`src/design/modexp_pkg.sv`:
```
`timescale 1ns / 1ps
// ----------------------------------------------------------------------------
// Modular exponentiation package
// Shared default operand width and the sequencer state type of the exponentiation block.
// ----------------------------------------------------------------------------
package modexp_pkg;

  localparam int unsigned OPERAND_BITS_DEF = 31;

  typedef enum logic [2:0] {
    S_IDLE,
    S_REDUCE,
    S_LAUNCH,
    S_MUL,
    S_OUT
  } modexp_state_e;

endpackage

```
`src/design/modexp_in_if.sv`:
```
`timescale 1ns / 1ps
// ----------------------------------------------------------------------------
// Modular exponentiation input channel
// Valid/ready channel that carries base, exponent and modulus.
// ----------------------------------------------------------------------------
interface modexp_in_if #(
  parameter int unsigned W = modexp_pkg::OPERAND_BITS_DEF
) ();
  logic         valid;
  logic         ready;
  logic [W-1:0] base;
  logic [W-1:0] exponent;
  logic [W-1:0] modulus;

  modport source (output valid, output base, output exponent, output modulus, input ready);
  modport sink   (input valid, input base, input exponent, input modulus, output ready);
endinterface

```
`src/design/modexp_out_if.sv`:
```
`timescale 1ns / 1ps
// ----------------------------------------------------------------------------
// Modular exponentiation output channel
// Valid/ready channel that carries the residue.
// ----------------------------------------------------------------------------
interface modexp_out_if #(
  parameter int unsigned W = modexp_pkg::OPERAND_BITS_DEF
) ();
  logic         valid;
  logic         ready;
  logic [W-1:0] residue;

  modport source (output valid, output residue, input ready);
  modport sink   (input valid, input residue, output ready);
endinterface

```
`src/design/modexp_mulmod.sv`:
```
`timescale 1ns / 1ps
// ----------------------------------------------------------------------------
// Bit-serial modular multiplier
// Interleaved shift-add multiplication that reduces after every multiplier bit,
// scanning the multiplier from its most significant bit, one bit per cycle.
// ----------------------------------------------------------------------------
module modexp_mulmod #(
  parameter int unsigned W = modexp_pkg::OPERAND_BITS_DEF
) (
  input  logic         clk_i,
  input  logic         rst_ni,
  input  logic         start_i,
  input  logic [W-1:0] a_i,
  input  logic [W-1:0] b_i,
  input  logic [W-1:0] m_i,
  output logic         done_o,
  output logic [W-1:0] p_o
);
  localparam int unsigned CW = $clog2(W);

  logic          busy_q, busy_d;
  logic          done_q, done_d;
  logic [CW-1:0] cnt_q, cnt_d;
  logic [W-1:0]  a_q, a_d;
  logic [W-1:0]  b_q, b_d;
  logic [W-1:0]  m_q, m_d;
  logic [W-1:0]  r_q, r_d;
  logic [W+1:0]  t;
  logic [W+2:0]  d1;
  logic [W+2:0]  d2;
  logic [W-1:0]  r_step;

  // The partial result stays below the modulus, so one step stays below three times it.
  assign t  = {1'b0, r_q, 1'b0} + {2'b00, (a_q[W-1] ? b_q : {W{1'b0}})};
  assign d1 = {1'b0, t} - {3'b000, m_q};
  assign d2 = {1'b0, t} - {2'b00, m_q, 1'b0};

  always_comb begin
    if (!d2[W+2]) begin
      r_step = d2[W-1:0];
    end else if (!d1[W+2]) begin
      r_step = d1[W-1:0];
    end else begin
      r_step = t[W-1:0];
    end
  end

  always_comb begin
    busy_d = busy_q;
    done_d = 1'b0;
    cnt_d  = cnt_q;
    a_d    = a_q;
    b_d    = b_q;
    m_d    = m_q;
    r_d    = r_q;
    if (start_i) begin
      busy_d = 1'b1;
      cnt_d  = '0;
      a_d    = a_i;
      b_d    = b_i;
      m_d    = m_i;
      r_d    = '0;
    end else if (busy_q) begin
      a_d   = {a_q[W-2:0], 1'b0};
      r_d   = r_step;
      cnt_d = cnt_q + CW'(1);
      if (cnt_q == CW'(W - 1)) begin
        busy_d = 1'b0;
        done_d = 1'b1;
      end
    end
  end

  always_ff @(posedge clk_i or negedge rst_ni) begin
    if (!rst_ni) begin
      busy_q <= 1'b0;
      done_q <= 1'b0;
      cnt_q  <= '0;
    end else begin
      busy_q <= busy_d;
      done_q <= done_d;
      cnt_q  <= cnt_d;
    end
  end

  always_ff @(posedge clk_i) begin
    a_q <= a_d;
    b_q <= b_d;
    m_q <= m_d;
    r_q <= r_d;
  end

  assign done_o = done_q;
  assign p_o    = r_q;

  ap_start_reduced : assert property (@(posedge clk_i) disable iff (!rst_ni)
    start_i |-> (b_i < m_i))
    else $error("Multiplicand is not below the modulus at start.");

  ap_partial_bound : assert property (@(posedge clk_i) disable iff (!rst_ni)
    (busy_q || done_q) |-> (r_q < m_q))
    else $error("Partial result left the residue range.");

  ap_done_idle : assert property (@(posedge clk_i) disable iff (!rst_ni)
    done_o |-> !busy_q)
    else $error("Done raised while still busy.");

endmodule

```
`src/design/modular_exponentiation_top.sv`:
```
`timescale 1ns / 1ps
// ----------------------------------------------------------------------------
// Modular exponentiation top level
// Right-to-left binary square-and-multiply built on two bit-serial modular
// multipliers that run the square and the accumulate step side by side.
// ----------------------------------------------------------------------------
// An input transfer loads the operands and starts the base reduction on the
// square multiplier. Each exponent bit then takes a launch state that starts
// both multipliers and a multiply state that waits for them, scanning the
// exponent from its least significant bit until no set bit is left. The result
// then loads the output register. A zero exponent or modulus goes straight to
// the output register. One item is in flight at a time. The next input transfer
// can come in the cycle after the result is loaded, and a full output register
// stalls the sequencer. Reset clears the sequencer and the output valid.
module modular_exponentiation_top #(
  parameter int unsigned OPERAND_BITS = modexp_pkg::OPERAND_BITS_DEF
) (
  input  logic                clk_i,
  input  logic                rst_ni,
  modexp_in_if.sink           in_i,
  modexp_out_if.source        out_o
);
  import modexp_pkg::*;

  localparam int unsigned W = OPERAND_BITS;

  modexp_state_e state_q, state_d;
  logic [W-1:0]  e_q, m_q, acc_q, sq_q, res_q, out_res_q;
  logic          out_valid_q;
  logic          in_acc, out_acc, out_free;
  logic          start_acc, start_sq;
  logic [W-1:0]  sq_a, sq_b, sq_m;
  logic          done_acc, done_sq;
  logic [W-1:0]  p_acc, p_sq;
  logic          in_ready;
  logic          exp_zero, mod_zero;
  logic [W-1:0]  acc_next;

  assign in_acc   = in_i.valid && in_ready;
  assign out_acc  = out_valid_q && out_o.ready;
  assign out_free = !out_valid_q || out_o.ready;
  assign exp_zero = (in_i.exponent == '0);
  assign mod_zero = (in_i.modulus == '0);
  assign acc_next = e_q[0] ? p_acc : acc_q;

  always_comb begin
    state_d = state_q;
    unique case (state_q)
      S_IDLE: begin
        if (in_acc) begin
          state_d = (exp_zero || mod_zero) ? S_OUT : S_REDUCE;
        end
      end
      S_REDUCE: begin
        if (done_sq) begin
          state_d = S_LAUNCH;
        end
      end
      S_LAUNCH: state_d = S_MUL;
      S_MUL: begin
        if (done_sq) begin
          state_d = (e_q[W-1:1] == '0) ? S_OUT : S_LAUNCH;
        end
      end
      S_OUT: begin
        if (out_free) begin
          state_d = S_IDLE;
        end
      end
      default: state_d = S_IDLE;
    endcase
  end

  always_comb begin
    in_ready  = 1'b0;
    start_acc = 1'b0;
    start_sq  = 1'b0;
    sq_a      = sq_q;
    sq_b      = sq_q;
    sq_m      = m_q;
    unique case (state_q)
      S_IDLE: begin
        in_ready = 1'b1;
        start_sq = in_i.valid && !exp_zero && !mod_zero;
        sq_a     = in_i.base;
        sq_b     = (in_i.modulus == W'(1)) ? '0 : W'(1);
        sq_m     = in_i.modulus;
      end
      S_LAUNCH: begin
        start_acc = 1'b1;
        start_sq  = 1'b1;
      end
      S_REDUCE, S_MUL, S_OUT: begin
      end
      default: begin
      end
    endcase
  end

  always_ff @(posedge clk_i or negedge rst_ni) begin
    if (!rst_ni) begin
      state_q     <= S_IDLE;
      out_valid_q <= 1'b0;
    end else begin
      state_q <= state_d;
      if (state_q == S_OUT && out_free) begin
        out_valid_q <= 1'b1;
      end else if (out_acc) begin
        out_valid_q <= 1'b0;
      end
    end
  end

  always_ff @(posedge clk_i) begin
    if (state_q == S_IDLE && in_acc) begin
      e_q   <= in_i.exponent;
      m_q   <= in_i.modulus;
      acc_q <= W'(1);
      res_q <= exp_zero ? W'(1) : '0;
    end
    if (state_q == S_REDUCE && done_sq) begin
      sq_q <= p_sq;
    end
    if (state_q == S_MUL && done_sq) begin
      acc_q <= acc_next;
      sq_q  <= p_sq;
      e_q   <= {1'b0, e_q[W-1:1]};
      res_q <= acc_next;
    end
    if (state_q == S_OUT && out_free) begin
      out_res_q <= res_q;
    end
  end

  modexp_mulmod #(.W(W)) u_mul_acc (
    .clk_i   (clk_i),
    .rst_ni  (rst_ni),
    .start_i (start_acc),
    .a_i     (acc_q),
    .b_i     (sq_q),
    .m_i     (m_q),
    .done_o  (done_acc),
    .p_o     (p_acc)
  );

  modexp_mulmod #(.W(W)) u_mul_sq (
    .clk_i   (clk_i),
    .rst_ni  (rst_ni),
    .start_i (start_sq),
    .a_i     (sq_a),
    .b_i     (sq_b),
    .m_i     (sq_m),
    .done_o  (done_sq),
    .p_o     (p_sq)
  );

  assign in_i.ready    = in_ready;
  assign out_o.valid   = out_valid_q;
  assign out_o.residue = out_res_q;

  ap_units_in_step : assert property (@(posedge clk_i) disable iff (!rst_ni)
    (state_q == S_MUL) |-> (done_acc == done_sq))
    else $error("Square and accumulate units finished out of step.");

  ap_sq_reduced : assert property (@(posedge clk_i) disable iff (!rst_ni)
    (state_q == S_LAUNCH || state_q == S_MUL) |-> (sq_q < m_q))
    else $error("Running square is not reduced by the modulus.");

  ap_done_expected : assert property (@(posedge clk_i) disable iff (!rst_ni)
    done_sq |-> (state_q == S_REDUCE || state_q == S_MUL))
    else $error("Multiplier finished outside a multiply phase.");

  ap_accept_leaves_idle : assert property (@(posedge clk_i) disable iff (!rst_ni)
    in_acc |=> (state_q != S_IDLE))
    else $error("Sequencer stayed idle after an input transfer.");

endmodule

```
`src/flat_wrapper.sv`:
```
// flat-port wrapper written by rule: the top's interface ports become plain ports
module modular_exponentiation_top_flat import modexp_pkg::*;
#(
  parameter int unsigned OPERAND_BITS = modexp_pkg::OPERAND_BITS_DEF
)
  (clk_i, rst_ni, in_i_valid, in_i_base, in_i_exponent, in_i_modulus, in_i_ready, out_o_valid, out_o_residue, out_o_ready);
  modexp_in_if #(.W((modexp_pkg::OPERAND_BITS_DEF))) in_i_i ();
  modexp_out_if #(.W((modexp_pkg::OPERAND_BITS_DEF))) out_o_i ();
  input  logic clk_i;
  input  logic rst_ni;
  input wire logic [$bits(in_i_i.valid)-1:0] in_i_valid;
  input wire logic [$bits(in_i_i.base)-1:0] in_i_base;
  input wire logic [$bits(in_i_i.exponent)-1:0] in_i_exponent;
  input wire logic [$bits(in_i_i.modulus)-1:0] in_i_modulus;
  output wire logic [$bits(in_i_i.ready)-1:0] in_i_ready;
  output wire logic [$bits(out_o_i.valid)-1:0] out_o_valid;
  output wire logic [$bits(out_o_i.residue)-1:0] out_o_residue;
  input wire logic [$bits(out_o_i.ready)-1:0] out_o_ready;
  assign in_i_i.valid = in_i_valid;
  assign in_i_i.base = in_i_base;
  assign in_i_i.exponent = in_i_exponent;
  assign in_i_i.modulus = in_i_modulus;
  assign in_i_ready = in_i_i.ready;
  assign out_o_valid = out_o_i.valid;
  assign out_o_residue = out_o_i.residue;
  assign out_o_i.ready = out_o_ready;
  modular_exponentiation_top #(.OPERAND_BITS(OPERAND_BITS)) u_core (.clk_i(clk_i), .rst_ni(rst_ni), .in_i(in_i_i), .out_o(out_o_i));
endmodule
```
`config.mk`:
```
export PLATFORM = sky130hd
export DESIGN_NAME = modular_exponentiation_top_flat
export DESIGN_NICKNAME = d
export VERILOG_FILES = /design/src/design/modexp_pkg.sv /design/src/design/modexp_in_if.sv /design/src/design/modexp_out_if.sv /design/src/design/modexp_mulmod.sv /design/src/design/modular_exponentiation_top.sv /design/src/flat_wrapper.sv
export SDC_FILE = /design/constraint.sdc
export NUM_CORES = 1
export LEC_CHECK = 0
export BUFFER_PORTS_ARGS = -buffer_cell sky130_fd_sc_hd__buf_4
export CORE_UTILIZATION = 60
export DETAILED_ROUTE_END_ITERATION = 16
export HOLD_SLACK_MARGIN = 0.15
export PLACE_DENSITY = 0.78
export SLEW_MARGIN = 10
export SYNTH_ARGS = -nofsm -noshare
export SYNTH_HDL_FRONTEND = slang
export SYNTH_SLANG_ARGS = --single-unit
```
`constraint.sdc`:
```
create_clock -name clk_i -period 7.3 [get_ports clk_i]
set_clock_uncertainty 0.05 [all_clocks]
set_input_delay 0.365 -clock clk_i [delete_from_list [all_inputs] [get_ports clk_i]]
set_output_delay 0.365 -clock clk_i [all_outputs]
set_load 0.05 [all_outputs]
```
### After elaboration in Yosys (flattened, before gate mapping)

Cells that the tools add are included.

| operators by class | value |
|---|---|
| add/subtract/negate cells | 8 |
| eq/ne operators | 11 |
| multiplexer cells | 49 |
| reductions and logical operators | 23 |

Operators by type and width:

| operator | number |
|---|---|
| $mux 31 | 20 |
| $sub 33x31->34 | 2 |
| $sub 33x32->34 | 2 |
| $add 32x31->33 | 2 |
| $logic_not 31->1 | 2 |
| $mux 30 | 2 |
| $eq 31x1->1 const B | 1 |
| $logic_not 30->1 | 1 |
| $mux 5 | 4 |
| $mux 3 | 6 |
| $mux 1 | 15 |
| $pmux 3 s5 | 1 |
| $add 5x1->5 const B | 2 |
| $eq 5x5->1 const B | 2 |
| $reduce_bool 2->1 | 5 |
| $logic_and 1x1->1 | 8 |
| $eq 3x2->1 const B | 2 |
| $ne 2x1->1 const B | 2 |
| $ne 2x2->1 const B | 2 |
| $reduce_and 4->1 | 1 |
| $eq 3x1->1 const B | 1 |
| $eq 3x3->1 const B | 1 |
| $logic_not 1->1 | 3 |
| $logic_not 3->1 | 1 |
| other kinds (2) | 3 |

| word-level totals | value |
|---|---|
| bits in registers | 451 |
| input port bits | 97 |
| output and inout port bits | 33 |
| word-level logic and storage cells | 113 |

### Longest topological paths before layout

| depth | value |
|---|---|
| depth in word-level cells | 6 |
| mapped depth | 29 |
| mapped depth without buffers | 26 |

### Modules after synthesis

Synthesis repeated with hierarchy kept, for this count alone.

| second synthesis, totals | value |
|---|---|
| cells, all modules | 2619 |
| area total of the unflattened synthesis | 26633.0 um2 |

Modules (own cells, without submodules):

| module | instances | cells an instance | area each (um2) | seq. area each (um2) |
|---|---|---|---|---|
| modexp_mulmod at u_core.u_mul_acc | 1 | 1034 | 9975.8 | 3588.4 |
| modexp_mulmod at u_core.u_mul_sq | 1 | 1014 | 9768.1 | 3588.4 |
| modular_exponentiation_top | 1 | 571 | 6889.1 | 4774.6 |

### Least setup slack after synthesis

OpenSTA, ideal clock, no wires.

| timing path | value |
|---|---|
| kind | flip-flop to flip-flop |
| start point | register u_core.state_q[2] |
| end point | register u_core.acc_q[0] (enable) |
| setup time | 0.421 ns |
| arrival | 5.010 ns |
| data required time | 6.829 ns |
| path slack | 1.819 ns |
| stages on the path, launching flop included | 6 |
| path buffers | 2 |
| clock period less this slack | 5.481 ns |
| path through | dfrtp_1 -> clkbuf_1 -> nor3_1 -> nand2_1 -> clkbuf_1 -> nand2_1 |

| on the way | value |
|---|---|
| word-level cells in the longest chain between the ends | 5 |
| elaborated cells on any way between the ends | 7 |
| those cells by class | eq/ne: 1; mux: 1; reduce/logical: 5 |

Ends and longest elaborated chain:

| element | line | RTL |
|---|---|---|
| start: declaration | modular_exponentiation_top.sv:27 | `modexp_state_e state_q, state_d;` |
| start signal: assignment | modular_exponentiation_top.sv:105 | `state_q <= state_d;` |
| $logic_not 3->1 | modular_exponentiation_top.sv:81, modular_exponentiation_top.sv:115 |  |
| $mux 1 | modular_exponentiation_top.sv:81 | `unique case (state_q)` |
| $logic_and 1x1->1 | modular_exponentiation_top.sv:39 | `assign in_acc = in_i.valid && in_ready;` |
| $logic_and 1x1->1 | modular_exponentiation_top.sv:115 | `if (state_q == S_IDLE && in_acc) begin` |
| $reduce_bool 2->1 (no line) * | - |  |
| end signal: assignment | modular_exponentiation_top.sv:125 | `acc_q <= acc_next;` |
| end: declaration | modular_exponentiation_top.sv:28 | `logic [W-1:0] e_q, m_q, acc_q, sq_q, res_q, out_res_q;` |

Every way passes the cells marked *; elsewhere a longest branch is shown, timed or not.
A chain may end at the register's enable or synchronous reset.

### Final worst setup path

| timing path | value |
|---|---|
| start point | register u_core.u_mul_sq.a_q[30] |
| end point | register u_core.u_mul_sq.r_q[0], in the netlist u_core.u_mul_sq.p_o[0] |

| on the way | value |
|---|---|
| word-level cells in the longest chain between the ends | 5 |
| elaborated cells on any way between the ends | 6 |
| those cells by class | add/sub: 3; mux: 3 |

Ends and longest elaborated chain:

| element | line | RTL |
|---|---|---|
| start: declaration | modexp_mulmod.sv:24 | `logic [W-1:0] a_q, a_d;` |
| start signal: assignment | modexp_mulmod.sv:87 | `a_q <= a_d;` |
| $mux 31 * | modexp_mulmod.sv:34 | `assign t = {1'b0, r_q, 1'b0} + {2'b00, (a_q[W-1] ? b_q : {W{1'b0}})};` |
| $add 32x31->33 * | modexp_mulmod.sv:34 |  |
| $sub 33x31->34 | modexp_mulmod.sv:35 | `assign d1 = {1'b0, t} - {3'b000, m_q};` |
| $mux 31 | modexp_mulmod.sv:41 | `end else if (!d1[W+2]) begin` |
| $mux 31 * | modexp_mulmod.sv:39 | `if (!d2[W+2]) begin` |
| end signal: assignment | modexp_mulmod.sv:90 | `r_q <= r_d;` |
| end: declaration | modexp_mulmod.sv:27 | `logic [W-1:0] r_q, r_d;` |

Marked as above.

==> out/qor.yml <==
yosysUniqueCellTypes: 79
crit_fanout: 28
final_cells: 3324
portBuffers: 129
status: "finished, final reports clean"
num_vias: 20320
finalHoldViolations: 0
fin_crit_sh: 0.9250
yosysTopAreaCellShare: 0.3988
cp_common_cell: "a21oi_1"
reg2reg_depth: 23
wl_met3_um: 4792
grt_pass1_wl_um: 105600
cp.required_ps: 7740
gp_congestion: 0.9711
critPathArrivalTime_ps: 7200
avgSynthCellArea_sq_um: 10.08
synth_common_cells: "edfxtp_1, nand2_1, a21oi_1, ha_1, nor2_1"
async_reset_ff_frac: 0.04038
yosysWarnings: 0
cts.clk_slew.worst_paths_ps: 60
antenna_found_initial: 1
ys_seq_elements: 421
wire_per_inst_um: 20.24
crit_chain: "buf_4 -> and2_1 -> ha_1 -> o21ai_0 -> nor2_1 -> o31ai_1 -> a21oi_1 -> a21oi_1 -> o21ai_0 -> a221o_1 -> a21oi_1 -> xnor2_1 -> ha_1 -> nand4_1 -> o21ai_0 -> nand2_1 -> o21bai_1 -> o41ai_1 -> a21oi_1 -> o22ai_4 -> nand2_1 -> mux2_2 -> a21oi_1"
via_per_inst: 6.113
ys_seq_area_frac: 0.4645
met1Wirelength_um: 29450
post_cts_buffers: 0
cts_buffer_depth: 3
synth_fp_nets: 2839
met2_length_um: 30800
power_density_nw_per_um2: 169.2
power_w: 0.005005
die-area_sq_um: 43630
worst-setup-path-type: "flop to flop"
synthFlopType: "edfxtp_1"
clk_latency_ps: 580
rsz0062_at_grt: "false"
h-tree-depth: 2
first_iter_violations: 1580
slew_violations: 0
coreArea_sq_um: 42040
clock.fmax_mhz: 148.1
clkSinkCount: 421
overflow: 0
detail-route-antenna-nets: 0
cp_slowest_cell: "o41ai_1"
critPathLaunchType: "flop"
grt_pass1_vias: 19710
die_w_um: 208.9
timing_worst_slew_pin_value_ps: 1170
ctsHoldBuffers: 90
grt_usage: 0.3075
setup-tns-final_ps: 0
relSlewSlack: 0.2171
synthCells: 2548
min_period_ps: 6752
ioPinCount: 130
drive_gt1_frac: 0.1002
row_count: 75
synth_top_cell_by_area: "edfxtp_1"
synth.most_common_cell: "edfxtp_1"
top_layer_used: "met5"
fp.dieH_um: 208.9
setup_viol: 0
start_util: 0.6108
synth_area_sq_um: 25680
utilization: 0.7035
fin_hold_ws_ps: 175.9
cts_tree: "done"
insertedDiodeCount: 0
hpwl_um: 49190
slowest_delay_ps: 700
synth_area_leaders: "edfxtp_1, ha_1, dfxtp_1, nand2_1, a21oi_1"
hold_class: "input port to async pin"
drv_cap: 0
fin_nets: 3042
drt-total-wl_um: 67270
dp.cells: 3155
post_cts_resized: 0
root_buffer: "clkbuf_16"
ir_worst_vdd_uv: 141.3
p_leak_nw: 12.34
cp-end-kind: "flop"
drc: 0
synth_edf_count: 341
cts_made_buffers: 43
grt_max_degree: 70
areaGrowthSynthToFinish_pct: 15.18
firstDrtPassIters: 6
[flip-flops by register name (all words and copies together), names as in the netlist]
signal                   count
u_core.out_o.valid           1
u_core.u_mul_sq.cnt_q        5
u_core.u_mul_acc.m_q        31
u_core.u_mul_sq.a_q         31
u_core.u_mul_acc.b_q        31
u_core.res_q                 2
u_core.u_mul_acc.p_o        31
u_core.acc_q                30
u_core.m_q                  31
u_core.e_q                  31
u_core.u_mul_sq.m_q         31
u_core.u_mul_acc.busy_q      1
u_core.u_mul_sq.busy_q       1
u_core.u_mul_acc.cnt_q       5
u_core.u_mul_acc.a_q        31
u_core.state_q               3
u_core.u_mul_sq.p_o         31
u_core.out_o.residue        31
u_core.u_mul_sq.b_q         31
u_core.sq_q                 31
u_core.u_mul_sq.done_o       1
[critical path, delay by kind of cell, from the launching register on]
kind	cells	cell delay [ps]
buf+inv	1	240
simple gates	5	760
xor+xnor	1	160
mux	1	330
flops	1	440
fa+ha+maj	2	750
compound gates	13	3940
[per-stage QoR]
step | area (sq um) | setup WS, ps
3_3_place_gp | 27190 | 985.8
2_1_floorplan | 25680 | 1819
3_5_place_dp | 27190 | 775.3
5_1_grt | 29580 | 13.02
4_1_cts | 29580 | 726.1
6_report | 29580 | 547.8
[report_power, final]
part / leakage (nW) / total (W) / internal, W / switching (W)
combinational: 7.69 / 0.000114 / 0.0000689 / 0.0000452
clock: 0.719 / 0.00233 / 0.00138 / 0.000948
sequential: 3.93 / 0.00256 / 0.00256 / 0.0000000000000000000169
[kinds of logic after synthesis]
kind of cell / synth area share
flip-flops: 0.4645
XOR/XNOR: 0.05321
AND/OR/NAND/NOR: 0.1417
buffers and inverters: 0.03250
multiplexers: 0.04137
adder cells (fa/ha/maj): 0.09629
AO/OA/AOI/OAI: 0.1705
[metal layers]
metal | GRT usage | vias up
met2 | 0.4889 | 833
met3 | 0.04629 | 156
li1 | - | 9738
met5 | 0 | -
met1 | 0.4272 | 9589
met4 | 0.1149 | 2
[cell usage in the layout, fill, tap and decap left out, types with 90 or more instances in the layout]
cell type,synthesis,final
a21oi_1,198,198
buf_4,4,151
dlygate4sd3_1,0,90
edfxtp_1,341,341
ha_1,188,188
inv_1,126,125
nand2_1,315,313
nor2_1,154,154
o21ai_0,132,132
xnor2_1,102,102
[final cells by class]
class	count	area, sq um
clock inverter	27	334.1
inverter	127	478.0
multi-input combinational	1916	12960
fill	2985	12460
sequential	421	11930
tap	539	674.4
timing repair buffer	242	2054
clock buffer	52	1151
[path summary, 6_finish.rpt]
kind                                        endpoint  slack, ps                     from
min reg2reg                  u_core.out_o.residue[0]        390          u_core.res_q[0]
min in group clk_i           u_core.u_mul_sq.a_q[12]        190            in_i_base[12]
max reg2reg                   u_core.u_mul_sq.p_o[0]        550  u_core.u_mul_sq.a_q[30]
max                           u_core.u_mul_sq.p_o[0]        550  u_core.u_mul_sq.a_q[30]
min                         u_core.u_mul_sq.cnt_q[4]        180                   rst_ni
max in group asynchronous  u_core.u_mul_acc.cnt_q[1]       6780                   rst_ni
(Power assumes the default switching activity.)
